### src/rtl/sh1024_pkg.sv
`timescale 1ns / 1ps
// ----------------------------------------------------------------------------
// sh1024_pkg
// Shared types, constants and the permutation round of the sponge hash engine.
// ----------------------------------------------------------------------------
package sh1024_pkg;

  typedef logic [63:0] word_t;
  typedef word_t [24:0] perm_t;

  localparam int unsigned PERM_WORDS  = 25;
  localparam int unsigned CHAIN_WORDS = 24;
  localparam int unsigned BLOCK_WORDS = 8;

  localparam word_t CHAIN_INIT_TOP = 64'd1024;
  localparam word_t CNT_FULL_FINAL = 64'hC000_0000_0000_0000;
  localparam word_t CNT_PAD_FINAL  = 64'h8000_0000_0000_0000;
  localparam word_t PAD_WORD       = 64'h8000_0000_0000_0000;
  localparam word_t PAD_BYTE       = 64'h0000_0000_0000_0080;

  localparam word_t ROUND_KEY [16] = '{
    64'hb7e151628aed2a6a, 64'haf82a3cd15dad4d7, 64'h9f4546922bb529ad,
    64'hfeca8c2c576ad359, 64'h3dd51950aed526b1, 64'h7baa32a15daa4d62,
    64'hf7546542bb549ac4, 64'h2ee8cb8d76a9b58b, 64'h5dd1971aed536b16,
    64'hbba32e35daa6d62c, 64'hb7065d63b54d2c5b, 64'hae4cbbcf6a9ad8b5,
    64'h9cd97696d5353169, 64'hf9f2ec25aa6ae2d1, 64'h33a5d94354d545a1,
    64'h674bb286a9aa8b42
  };

  localparam int unsigned ROT_AMT [5][5] = '{
    '{31, 1, 4, 21, 22}, '{19, 12, 15, 34, 13}, '{28, 35, 58, 9, 23},
    '{55, 18, 5, 27, 44}, '{14, 43, 53, 20, 25}
  };

  localparam int unsigned DEST_IDX [5][5] = '{
    '{0, 23, 16, 14, 7}, '{21, 19, 12, 5, 3}, '{17, 10, 8, 1, 24},
    '{13, 6, 4, 22, 15}, '{9, 2, 20, 18, 11}
  };

  typedef enum logic [2:0] {
    ST_IDLE,
    ST_CHECK,
    ST_ABS_RUN,
    ST_ABS_FOLD,
    ST_FINAL,
    ST_SQ_RUN,
    ST_EMIT
  } ctrl_state_t;

  typedef struct packed {
    logic accept;
    logic absorb_load;
    logic round_en;
    logic fold;
    logic store;
    logic final_load;
    logic clear;
  } dp_cmd_t;

  typedef struct packed {
    logic need_absorb;
    logic pend_last;
  } dp_status_t;

  function automatic word_t rotl(word_t x, int unsigned n);
    int unsigned m;
    m = n & 32'd63;
    if (m == 0) return x;
    return (x << m) | (x >> (64 - m));
  endfunction

  function automatic word_t rotr(word_t x, int unsigned n);
    int unsigned m;
    m = n & 32'd63;
    if (m == 0) return x;
    return (x >> m) | (x << (64 - m));
  endfunction

  function automatic perm_t perm_round(perm_t st_in, logic [3:0] rd);
    perm_t st;
    word_t b [5][5];
    word_t s0, s1, s2, s3, s4, a3, a4, par, mix;
    st = st_in;
    st[0] = st[0] ^ ROUND_KEY[rd];
    for (int j = 0; j < 5; j++) begin
      s0 = st[j];
      s1 = st[5 + j];
      s2 = st[10 + j];
      s3 = st[15 + j];
      s4 = st[20 + j];
      a4 = (s4 & s3) ^ s0;
      a3 = (s3 & s2) ^ s4;
      b[4][j] = a4;
      b[3][j] = a3;
      b[2][j] = (s2 & s1) ^ s3;
      b[1][j] = (a4 & s1) ^ s2;
      b[0][j] = (a4 & a3) ^ s1;
    end
    for (int r = 0; r < 5; r++) begin
      par = '0;
      mix = '0;
      for (int j = 0; j < 5; j++) begin
        par = par ^ b[r][j];
        mix = mix ^ rotl(b[r][j], ROT_AMT[r][j]);
      end
      for (int j = 0; j < 5; j++) begin
        st[DEST_IDX[r][j]] = b[r][j] ^ rotr(par, ROT_AMT[r][j]) ^ mix;
      end
    end
    return st;
  endfunction

endpackage

### src/rtl/sh1024_ctrl.sv
`timescale 1ns / 1ps
// ----------------------------------------------------------------------------
// sh1024_ctrl
// Sequencer for request intake, absorb and squeeze rounds and digest output.
// ----------------------------------------------------------------------------
module sh1024_ctrl #(
  parameter int ROUNDS       = 16,
  parameter int DIGEST_WORDS = 16,
  parameter int RW           = 4,
  parameter int KW           = 4
) (
  input  logic                   clk,
  input  logic                   rst_n,
  input  logic                   in_valid,
  output logic                   in_ready,
  output logic                   out_valid,
  input  logic                   out_ready,
  output logic                   out_last,
  input  sh1024_pkg::dp_status_t status,
  output sh1024_pkg::dp_cmd_t    cmd,
  output logic [RW-1:0]          rd,
  output logic [KW-1:0]          k
);
  import sh1024_pkg::*;

  ctrl_state_t   state_r, state_nxt;
  logic [RW-1:0] rd_r, rd_nxt;
  logic [KW-1:0] k_r, k_nxt;

  always_ff @(posedge clk) begin
    if (!rst_n) begin
      state_r <= ST_IDLE;
      rd_r    <= '0;
      k_r     <= '0;
    end else begin
      state_r <= state_nxt;
      rd_r    <= rd_nxt;
      k_r     <= k_nxt;
    end
  end

  always_comb begin
    state_nxt = state_r;
    rd_nxt    = rd_r;
    k_nxt     = k_r;
    cmd       = '0;
    in_ready  = 1'b0;
    out_valid = 1'b0;
    case (state_r)
      ST_IDLE: begin
        in_ready = 1'b1;
        if (in_valid) begin
          cmd.accept = 1'b1;
          state_nxt  = ST_CHECK;
        end
      end
      ST_CHECK: begin
        if (status.need_absorb) begin
          cmd.absorb_load = 1'b1;
          rd_nxt          = '0;
          state_nxt       = ST_ABS_RUN;
        end else begin
          cmd.store = 1'b1;
          state_nxt = status.pend_last ? ST_FINAL : ST_IDLE;
        end
      end
      ST_ABS_RUN: begin
        cmd.round_en = 1'b1;
        rd_nxt       = rd_r + 1'b1;
        if (rd_r == RW'(ROUNDS - 1)) state_nxt = ST_ABS_FOLD;
      end
      ST_ABS_FOLD: begin
        cmd.fold  = 1'b1;
        state_nxt = ST_CHECK;
      end
      ST_FINAL: begin
        cmd.final_load = 1'b1;
        rd_nxt         = '0;
        state_nxt      = ST_SQ_RUN;
      end
      ST_SQ_RUN: begin
        cmd.round_en = 1'b1;
        rd_nxt       = rd_r + 1'b1;
        if (rd_r == RW'(ROUNDS - 1)) begin
          k_nxt     = '0;
          state_nxt = ST_EMIT;
        end
      end
      ST_EMIT: begin
        out_valid = 1'b1;
        if (out_ready) begin
          if (k_r == KW'(DIGEST_WORDS - 1)) begin
            cmd.clear = 1'b1;
            state_nxt = ST_IDLE;
          end else begin
            k_nxt = k_r + 1'b1;
          end
        end
      end
      default: state_nxt = ST_IDLE;
    endcase
  end

  assign out_last = (k_r == KW'(DIGEST_WORDS - 1));
  assign rd       = rd_r;
  assign k        = k_r;

endmodule

### config.mk
export PLATFORM = sky130hd
export DESIGN_NAME = sh1024_ctrl
export DESIGN_NICKNAME = d
export VERILOG_FILES = /design/src/rtl/sh1024_pkg.sv /design/src/rtl/sh1024_ctrl.sv
export SDC_FILE = /design/constraint.sdc
export NUM_CORES = 1
export LEC_CHECK = 0
export BUFFER_PORTS_ARGS = -buffer_cell sky130_fd_sc_hd__buf_4
export CORE_MARGIN = 2
export CORE_UTILIZATION = 48
export CTS_CLUSTER_DIAMETER = 80
export DETAILED_ROUTE_END_ITERATION = 8
export PLACE_DENSITY_LB_ADDON = 0.15
export SLEW_MARGIN = 10
export SYNTH_ARGS = -nofsm -noshare
export SYNTH_HDL_FRONTEND = slang
export SYNTH_SLANG_ARGS = --single-unit
### constraint.sdc
create_clock -name clk -period 1.6 [get_ports clk]
set_input_delay 0.08 -clock clk [delete_from_list [all_inputs] [get_ports clk]]
set_output_delay 0.08 -clock clk [all_outputs]
set_load 0.005 [all_outputs]
==> results of run 1 <==
[critical path, cell delays in order (launching register included)]
cell	delay (ps)
dfxtp_1	400
ha_1	240
and3_1	260
and3_1	180
buf_4	100
[metrics by stage]
stage	total power, mW	std cells	setup slack, ps
after floorplan	0.365	83	226
after global placement	0.415	119	190
after detailed placement	0.418	119	131
after CTS	0.609	123	74.3
after global routing	0.634	123	3.93
final	0.605	123	73.9
[routing by layer]
metal	up-vias	GRT usage	part of all wire
met5	-	0	0
met4	0	0.0375	0.0081
met3	2	0.0517	0.043
met2	26	0.298	0.50
met1	343	0.267	0.45
li1	368	-	-
[registers in the layout, summed over array words and instances, names as in the netlist]
name / cells
k: 4
rd: 4
state_r: 3
[power by group through the flow]
stage	registers [mW]	clock network (mW)	logic, mW
2_1_floorplan	0.297	0	0.0677
3_3_place_gp	0.303	0	0.112
3_5_place_dp	0.303	0	0.115
4_1_cts	0.297	0.197	0.116
5_1_grt	0.299	0.208	0.128
6_report	0.297	0.192	0.115
[cells by family (layout without fill, tap and decap cells)]
logic type	Yosys count	in the layout
compound gates	20	20
buf+inv	13	38
simple gates	34	34
flops	11	11
fa+ha+maj	2	2
mux	3	3
[path summary, 6_finish.rpt]
kind | from | end | slack [ps]
max | k[0] | cmd[0] | 70
min | status[0] | state_r[2] | 100
max reg2reg | k[0] | k[2] | 120
min reg2reg | rd[0] | rd[0] | 510
[cell type report]
cell class | count | area share
Sequential cell | 11 | 0.237
Multi-Input combinational cell | 59 | 0.472
Timing Repair Buffer | 26 | 0.210
Clock buffer | 4 | 0.0283
Inverter | 8 | 0.0323
Tap cell | 15 | 0.0202
[synth_stat cells]
library cell,n
o21ai_1,1
nand3_1,3
buf_6,1
inv_1,8
nand2b_1,3
nor3b_1,1
o2bb2ai_1,1
a41oi_1,1
a41o_1,1
o221ai_1,3
and3b_1,2
or2_2,1
or3b_1,1
a31oi_1,1
a21oi_1,2
clkbuf_1,3
ha_1,2
nor3_1,1
o22ai_1,1
or2b_1,1
dfxtp_1,11
a311oi_2,1
buf_2,1
nor3b_2,1
or4_1,2
mux2i_1,3
nand4_1,2
o21ai_0,3
o32ai_1,1
o2111ai_1,2
o2111a_1,1
nand4b_4,1
and3_1,7
nand2_1,5
and2_1,1
o211ai_1,1
nor2_1,2
==> impl_metrics.ini, run 1 <==
[power]
p_sw_mw = 0.165
clkPwrFrac = 0.318
power.density_mw_per_mm2 = 651
seqPwrFrac = 0.491
p_int_mw = 0.440
leakagePower_nw = 0.451
swShare = 0.272
p_comb_frac = 0.191
irDropWorstVdd_uv = 595

[floorplanning]
die_h_um = 42.6
row_count = 13
coreArea_mm2 = 0.00135
initial_core_util = 0.530
fp.dieW_um = 42.6
die_area_mm2 = 0.00182
io_pins = 24

[yosys]
syn-mean-instance-area_um2 = 8.62
synth_seq_cells = 11
synth.distinct_cells = 37
synth_xor_area_frac = 0
synth_mux_area_frac = 0.0420
synth_fp_nets = 91
yosys.area_share.simple = 0.316
yosysWarnings = 0
synth_fa_ha_area_frac = 0.0350
synth_area_leaders = dfxtp_1 (31%), and3_1 (6.1%), mux2i_1 (4.2%)
synth_cells = 83
synth_top_family_by_area = simple AND/OR/NAND/NOR gates
ys_seq_area_frac = 0.308
synth_compound_area_frac = 0.219
syn_area_um2 = 716
yosysTopAreaCell = dfxtp_1
synth_top_area_share = 0.308

[setup_path]
startpoint_type = flop
setup.worst_path.end_class = output port
r2r_cells = 4
crit_type = flop to output port
cp.required_ps = 1520
crit_arrival_ps = 1450
crit_fanout = 5

[timing]
setup_violations = 0
tns_ps = 0
fin_skew_ps = 0.554
rsz0062_at_grt = no
maxSlewViolCount = 0
holdWs_ps = 102
hold_viol = 0
min_period_ps = 1530
fmax_mhz = 655
worst_slew_pin_slew_ps = 416
maxSlewHeadroom = 0.723
finalCritPeriodShare = 0.954

[layout]
synthToLayoutAreaGrowth_pct = 29.7
regArea_um2 = 220
stdcell_area_um2 = 928
layout_commonest_cell = buf_4
fill_cells = 127
antennaDiodeCount = 0
fin_util = 0.688
fin_nets = 117
layout_common_cells = buf_4 (26), dfxtp_1 (11), inv_1 (8)
layout-drive-gt1-share = 0.306
multi_input_area_um2 = 438

[grt]
antenna_found_initial = 0
grt_pass1_vias = 598
globalRouteTotalUtil = 0.192
grt_overflow_total = 0
grt_pass1_wl_um = 2680
grt_start_max_net_pins = 13

[drt]
drc_errors = 0
ant_nets = 0
drtPass1Iterations = 4
viasPerCell = 6.01
routed_wl_um = 1720
num_vias = 739
drt_iter0_markers = 29
wl_per_cell_um = 14.0

[min_path]
whs_path_depth = 3
hold_path_class = input port to flop

[place]
numPortBuffers = 23
dp_hpwl_um = 1290
dpl_cell_area_um2 = 902
routabilityCongestion = 0.823

[clock_tree]
cts.sinks = 11
cts.clk_slew.worst_paths_ps = 70
clock-root-buffer = clkbuf_4
htreeDepth = 1
cts.repair.resized = 0
worstSkewPairLatency_ps = 260
clockBufferDepth = 2
cts_setup_buffers = 0
ctsHoldBuffers = 0
cts_tree = built
cts_inserted_buffers = 3

[run]
maxCapViolations = 0

[run_status]
status = complete, no violations
(Power assumes the default switching activity.)
==> run 2: changes to the inputs <==
ABC_AREA = 1   (was default)
CORE_UTILIZATION = 50   (was 48)
clock period = 1.8 ns   (was 1.6 ns; I/O delays follow)
==> impl_metrics.ini, run 2 <==
[setup_path]
startpoint_type = flop
crit_type = flop to output port
cp.required_ps = 1710
crit_arrival_ps = 1480
slowest_stage = dfxtp_1
crit_fanout = 6
max_stage_delay_ps = 420
crit_chain = ha_1 -> nand3_1 -> nor3_1 -> buf_4
setup.worst_path.end_class = output port

[clock_tree]
cts.clk_slew.worst_paths_ps = 60
clock-root-buffer = clkbuf_4
cts_inserted_buffers = 3
clockBufferDepth = 2
worstSkewPairLatency_ps = 260
htreeDepth = 1
cts_setup_buffers = 0
cts.sinks = 11
cts.repair.resized = 0
cts_tree = built
ctsHoldBuffers = 0

[timing]
holdWs_ps = 91.1
min_period_ps = 1570
finalCritPeriodShare = 0.870
fin_skew_ps = 1.29
worst_slack_ps = 235
fmax_mhz = 639
maxSlewHeadroom = 0.825
tns_ps = 0
maxSlewViolCount = 0
worst_slew_pin_slew_ps = 262
setup_violations = 0
rsz0062_at_grt = no
hold_viol = 0

[floorplanning]
fp.dieW_um = 43.2
initial_core_util = 0.523
row_count = 14
io_pins = 24
die_area_mm2 = 0.00187
coreArea_mm2 = 0.00147
die_h_um = 43.2

[yosys]
synth.distinct_cells = 17
syn_area_um2 = 769
yosysTopAreaCell = dfxtp_1
synth_fp_nets = 135
syn-mean-instance-area_um2 = 6.06
synth_top_family_by_area = simple AND/OR/NAND/NOR gates
synth_mux_area_frac = 0
synthArstFlopShare = 0
yosysMostFrequentCell = nand2_1
synth_compound_area_frac = 0.0732
yosys-top-cells-count = nand2_1 (33), nor2_1 (24), inv_1 (20), nand3_1 (13), dfxtp_1 (11)
ys.flop_type = dfxtp_1
yosys.area_share.simple = 0.506
ys_seq_area_frac = 0.286
synth_xor_area_frac = 0
synth_top_area_share = 0.286
synth_area_leaders = dfxtp_1 (29%), nand2_1 (16%), nor2_1 (12%)
synth_seq_cells = 11
synth_fa_ha_area_frac = 0.0325
yosysWarnings = 0
synth_cells = 127
synth-edff-count = 0

[place]
dpl_cell_area_um2 = 962
numPortBuffers = 23
routabilityCongestion = 0.876
place_inst = 166
dp_slack_ps = 383
dp_hpwl_um = 1360

[drt]
wl_per_cell_um = 10.2
ant_nets = 0
drc_errors = 0
drt_iter0_markers = 22
viasPerCell = 5.02
num_vias = 853
drtPass1Iterations = 4
routed_wl_um = 1740

[power]
swShare = 0.471
power.density_mw_per_mm2 = 1330
power_mw = 1.31
p_int_mw = 0.694
clkPwrFrac = 0.123
p_comb_frac = 0.587
seqPwrFrac = 0.290
irDropWorstVdd_uv = 763
p_sw_mw = 0.619
leakagePower_nw = 0.513

[grt]
globalRouteTotalUtil = 0.208
antenna_found_initial = 0
grt_overflow_total = 0
grt_pass1_wl_um = 3020
grt_start_max_net_pins = 8
grt_pass1_vias = 795

[run_status]
status = complete, no violations

[layout]
fin_util = 0.672
layout-drive-gt1-share = 0.240
layout_commonest_cell = nand2_1
antennaDiodeCount = 0
fin_nets = 163
synthToLayoutAreaGrowth_pct = 28.5
fill_cells = 138
stdcell_count = 170
layout_common_cells = nand2_1 (33), nor2_1 (24), buf_4 (23)
stdcell_area_um2 = 988

[run]
maxCapViolations = 0

[min_path]
hold_path_class = input port to flop
-- run 2: cell types whose count changed in the layout (fill, tap and decap cells not counted), moves of 5 or more --
cell,before,now
nand2_2,0,5
nor2_1,2,24
and3_1,7,0
nand3_1,3,13
a21oi_1,2,7
nand2_1,5,33
inv_1,8,20
-- run 2: worst max-delay path, delay by kind of cell, from the launching register on --
family                   cells  cell delay, ps
AND/OR/NAND/NOR              2             430
buffers and inverters        1             140
flip-flops                   1             420
adder cells (fa/ha/maj)      1             220
-- run 2: layout make-up --
class                      instances  area, um^2  share of cell area
timing repair buffer              23         173               0.175
clock buffer                       4        26.3              0.0266
tap                               16        20.0              0.0203
sequential                        11         220               0.223
multi-input combinational         95         470               0.476
inverter                          21        78.8              0.0797
-- run 2: logic make-up after synthesis --
group / Yosys count
and+or+nand+nor: 84
buffers and inverters: 21
DFF: 11
AOI/OAI and AO/OA: 9
adders and majority gates: 2
-- run 2: worst paths after layout --
check / start / end / slack [ps] / depth (start not counted)
min reg2reg: k[3] / k[3] / 530 / 2
min: rst_n / state_r[0] / 90 / 3
max: k[0] / cmd[0] / 230 / 4
max reg2reg: k[0] / state_r[1] / 360 / 7
-- run 2: power by group through the flow --
| stage | Sequential, mW | Clock, mW | Combinational, mW |
|---|---|---|---|
| 3_5_place_dp | 0.384 | 0 | 0.767 |
| 6_report | 0.381 | 0.161 | 0.771 |
| 4_1_cts | 0.379 | 0.168 | 0.768 |
| 5_1_grt | 0.390 | 0.186 | 0.873 |
| 3_3_place_gp | 0.383 | 0 | 0.749 |
| 2_1_floorplan | 0.366 | 0 | 0.532 |
-- run 2: layer usage --
layer / global-route usage / vias to the layer above / routed length [um]
met5: 0 / - / 0
met4: 0.0727 / 0 / 0
met3: 0.0638 / 0 / 80
met2: 0.355 / 22 / 903
met1: 0.242 / 380 / 751
li1: - / 451 / -
